[src/design/q2r_pkg.sv]
// Shared constants for the quaternion to rotation matrix block.
package q2r_pkg;

    localparam int ENTRY_WIDTH = 16;
    localparam int MAT_ENTRIES = 9;
    localparam int QUEUE_DEPTH = 2;
    localparam int QUEUE_PTR_WIDTH = $clog2(QUEUE_DEPTH);
    localparam int QUEUE_CNT_WIDTH = $clog2(QUEUE_DEPTH + 1);

endpackage

[src/design/q2r_queue.sv]
// Short queue of classified words between the front end and the dividers.
module q2r_queue #(
    parameter int WORD_WIDTH = 340
) (
    input  logic                  clk,
    input  logic                  rst_n,
    input  logic                  push_valid,
    output logic                  push_ready,
    input  logic [WORD_WIDTH-1:0] push_data,
    output logic                  pop_valid,
    input  logic                  pop_ready,
    output logic [WORD_WIDTH-1:0] pop_data
);

    localparam int DEPTH = q2r_pkg::QUEUE_DEPTH;

    logic [WORD_WIDTH-1:0]                mem_reg [DEPTH];
    logic [q2r_pkg::QUEUE_PTR_WIDTH-1:0] wr_ptr_reg, rd_ptr_reg;
    logic [q2r_pkg::QUEUE_CNT_WIDTH-1:0] count_reg, count_next;
    logic                                 push, pop;

    assign push_ready = count_reg != q2r_pkg::QUEUE_CNT_WIDTH'(DEPTH);
    assign pop_valid  = count_reg != '0;
    assign push       = push_valid && push_ready;
    assign pop        = pop_valid && pop_ready;
    assign pop_data   = mem_reg[rd_ptr_reg];

    always_comb
    begin
        count_next = count_reg;
        if (push && !pop)
        begin
            count_next = count_reg + 1'b1;
        end
        else if (pop && !push)
        begin
            count_next = count_reg - 1'b1;
        end
    end

    always_ff @(posedge clk or negedge rst_n)
    begin
        if (!rst_n)
        begin
            wr_ptr_reg <= '0;
            rd_ptr_reg <= '0;
            count_reg  <= '0;
        end
        else
        begin
            count_reg <= count_next;
            if (push)
            begin
                wr_ptr_reg <= (wr_ptr_reg == q2r_pkg::QUEUE_PTR_WIDTH'(DEPTH - 1)) ?
                              '0 : wr_ptr_reg + 1'b1;
            end
            if (pop)
            begin
                rd_ptr_reg <= (rd_ptr_reg == q2r_pkg::QUEUE_PTR_WIDTH'(DEPTH - 1)) ?
                              '0 : rd_ptr_reg + 1'b1;
            end
        end
    end

    always_ff @(posedge clk)
    begin
        if (push)
        begin
            mem_reg[wr_ptr_reg] <= push_data;
        end
    end

endmodule

[config.mk]
export PLATFORM = sky130hd
export DESIGN_NAME = q2r_queue
export DESIGN_NICKNAME = d
export VERILOG_FILES = /design/src/design/q2r_pkg.sv /design/src/design/q2r_queue.sv
export SDC_FILE = /design/constraint.sdc
export NUM_CORES = 1
export LEC_CHECK = 0
export ABC_AREA = 1
export BUFFER_PORTS_ARGS = -buffer_cell sky130_fd_sc_hd__buf_2
export CAP_MARGIN = 20
export CORE_AREA = 3 3 264 266
export DETAILED_ROUTE_END_ITERATION = 8
export DIE_AREA = 0 0 267 269
export GPL_TIMING_DRIVEN = 0
export PLACE_DENSITY_LB_ADDON = 0.12
export SLEW_MARGIN = 10
export SYNTH_ARGS = -nofsm -noshare
export SYNTH_HDL_FRONTEND = slang
export SYNTH_SLANG_ARGS = --single-unit
[constraint.sdc]
create_clock -name clk -period 17.2 [get_ports clk]
set_clock_uncertainty 0.15 [all_clocks]
set_input_delay 3.44 -clock clk [delete_from_list [all_inputs] [get_ports clk]]
set_output_delay 3.44 -clock clk [all_outputs]
set_load 0.02 [all_outputs]
==> impl_metrics.py <==
metrics = {
    "timing": {
        "finalHoldViolations": 0,
        "max_fclk_ghz": 0.175,
        "finalSetupViolCount": 0,
        "whs_ns": 0.356,
        "rsz_0062_raised_after_global_routing": "false",
        "maxSlewViolCount": 0,
        "timing.max_slew.rel_slack": 0.503,
        "tightest_slew_ns": 0.744,
        "period_share": 0.332,
        "time_the_final_worst_path_needs_with_i_o_delays_and_setup_ns": 5.71,
    },
    "synthesis": {
        "synth_seq_cells": 684,
        "post_synth.cell_area_avg_um2": 13.8,
        "synthDistinctLibCells": 15,
        "synth-seq-area-share": 0.821,
        "netlist_instances": 1804,
        "syn-cell-area_um2": 25000,
        "mappedNetlistNets": 2149,
        "yosysWarnings": 0,
    },
    "global_routing": {
        "grt_first_pass_wirelength_mm": 102,
        "first_global_vias": 16000,
        "grt_overflow": 0,
        "grt_max_degree": 29,
        "antenna_found_initial": 40,
        "aggregate_global_route_resource_usage": 0.193,
    },
    "power_and_ir_drop": {
        "power-per-cell-area_nw_per_um2": 190,
        "power.clock.fraction": 0.234,
        "peak_supply_drop_mv": 0.110,
        "total_leakage_power_nw": 13.9,
        "p_sw_frac": 0.386,
        "share_seq_of_total_power": 0.382,
        "power.net_switching_mw": 2.37,
        "power.combinational.fraction": 0.384,
        "cellInternalPower_mw": 3.78,
    },
    "die": {
        "die-area_um2": 71800,
        "die-width_um": 267,
        "num_rows": 95,
        "core_area_um2": 67300,
        "initial_core_util": 0.371,
        "die_h_um": 269,
        "io-pin-count": 686,
    },
    "clocking": {
        "cts_num_sinks": 684,
        "clock_insertion_delay_worst_skew_ns": 0.60,
        "post_cts_resized": 0,
        "htree_levels": 3,
        "postCtsSetupRepairBufs": 0,
        "cts_buffer_depth": 3,
        "clock_root_buffer": "clkbuf_16",
        "postCtsHoldBufs": 0,
        "clkSlewWorstSetupHoldPaths_ns": 0.05,
        "cts_tree": "done",
        "cts_made_buffers": 74,
    },
    "status": {
        "outcome": "finished clean",
    },
    "critical_path": {
        "worst_path_largest_cell_delay_ns": 0.37,
        "worst-path-buf-inv": 5,
        "path_cells": "buf_6 > inv_4 > buf_6 > buf_4 > nand2_1 > nand2_1 > buf_2",
        "path_delay_family": "buffers and inverters",
        "timing.critical_path.arrival_ns": 2.12,
        "worst-setup-path-type": "reg -> out",
        "timing.critical_path.required_ns": 13.61,
        "timing.critical_path.fanout_max": 10,
        "crit_slowest_cell": "dfrtp_1",
        "crit_path_start_kind": "flop",
        "regToRegSetupSlack_ns": 14.40,
        "setup.worst_path.end_class": "primary output",
    },
    "route": {
        "via_count": 16000,
        "drt_pass1_iterations": 5,
        "wirelength_mm": 71.9,
        "drtIter0Drc": 902,
        "drt-wirelength-per-cell_um": 20.3,
        "vias_per_cell": 4.53,
        "detail-route-antenna-nets": 0,
        "drc": 0,
    },
    "final_layout": {
        "final_common_cell": "nand2_1",
        "post_route_cells_drive_above_1_share": 0.331,
        "largest_register_ffs": 680,
        "syn_to_final_growth_pct": 29.8,
        "finalNetCount": 2940,
        "fin_area_um2": 32400,
        "final_cell_mix": "nand2_1 (1030), buf_2 (721), edfxtp_1 (680), clkbuf_16 (77), clkbuf_1 (28)",
    },
    "placed_design": {
        "dpl_cell_area_um2": 30200,
        "finalWeightedCongestion": 0.817,
        "detailed_place_hpwl_mm": 53.6,
        "port-buffer-count": 685,
    },
    "job": {
        "max_cap_viol_count": 0,
    },
    "min_path": {
        "timing.hold.worst.class": "reg -> reg",
    },
}
## Yosys cell counts
library cell / instances / area [um^2]
buf_6: 14 / 158
nand4_1: 1 / 6.26
dfrtp_1: 4 / 100
inv_1: 6 / 22.5
nor2_1: 2 / 7.51
ha_1: 1 / 12.5
nand3_1: 2 / 10.0
nand2_1: 1030 / 3870
buf_4: 21 / 158
inv_4: 1 / 6.26
xnor2_1: 1 / 8.76
clkbuf_1: 4 / 15.0
buf_2: 36 / 180
edfxtp_1: 680 / 20400
xor2_1: 1 / 8.76
## per-stage QoR
| step | utilization | std cells | setup WS, ns | power, mW | TNS (ns) |
|---|---|---|---|---|---|
| after global routing | 0.481 | 3530 | 11.28 | 6.49 | 0 |
| after detailed placement | 0.449 | 3392 | 11.39 | 4.80 | 0 |
| after CTS | 0.481 | 3518 | 11.34 | 6.25 | 0 |
| final | 0.482 | 3540 | 11.49 | 6.15 | 0 |
| after global placement | 0.438 | 3362 | -10.94 | 5.06 | -7391.08 |
| after floorplan | - | 1804 | -1.63 | 3.96 | -1105.26 |
## kinds of logic after synthesis
group / after synthesis / synth area share
AND/OR/NAND/NOR: 1035 / 0.156
flip-flops: 684 / 0.821
buffers and inverters: 82 / 0.0216
XOR/XNOR: 2 / 0.000701
adder cells (fa/ha/maj): 1 / 0.000501
## routing by layer
layer  routed length (um)  global-route usage  vias up
li1                     -                   -     7732
met1                25800               0.209     7629
met2                36900               0.340      504
met3                 6970              0.0801      141
met4                 1970              0.0698       38
met5                  242                   0        -
## power groups by stage
stage               clock network (mW)  logic [mW]  registers, mW
floorplan                            0        1.34           2.62
detailed placement                   0        2.41           2.38
global placement                     0        2.27           2.79
finish                            1.44        2.36           2.35
CTS                               1.48        2.42           2.35
global route                      1.55        2.57           2.37
## layout make-up
class                   instances  area [um^2]
multi-input cells            1038         3940
clock buffers                 101         2020
plain buffers                  75          510
fillers                      6045        34900
well taps                     873         1090
flip-flops and latches        684        20500
diodes                         22         55.1
inverters                       7         28.8
repair buffers                715         4110
clock inverters                25          148
## final timing paths
kind | start | endpoint | cells past startpoint
worst max-delay path | rd_ptr_reg | pop_data[294] | 7
worst min-delay path | count_reg[0] | count_reg[0] | 1
worst max register to register | count_reg[0] | mem_reg[1][71] | 8
worst min register to register | count_reg[0] | count_reg[0] | 1
max in group asynchronous | rst_n | count_reg[0] | 1
min in group asynchronous | rst_n | wr_ptr_reg | 1
Power figures use the tool's default switching activity.
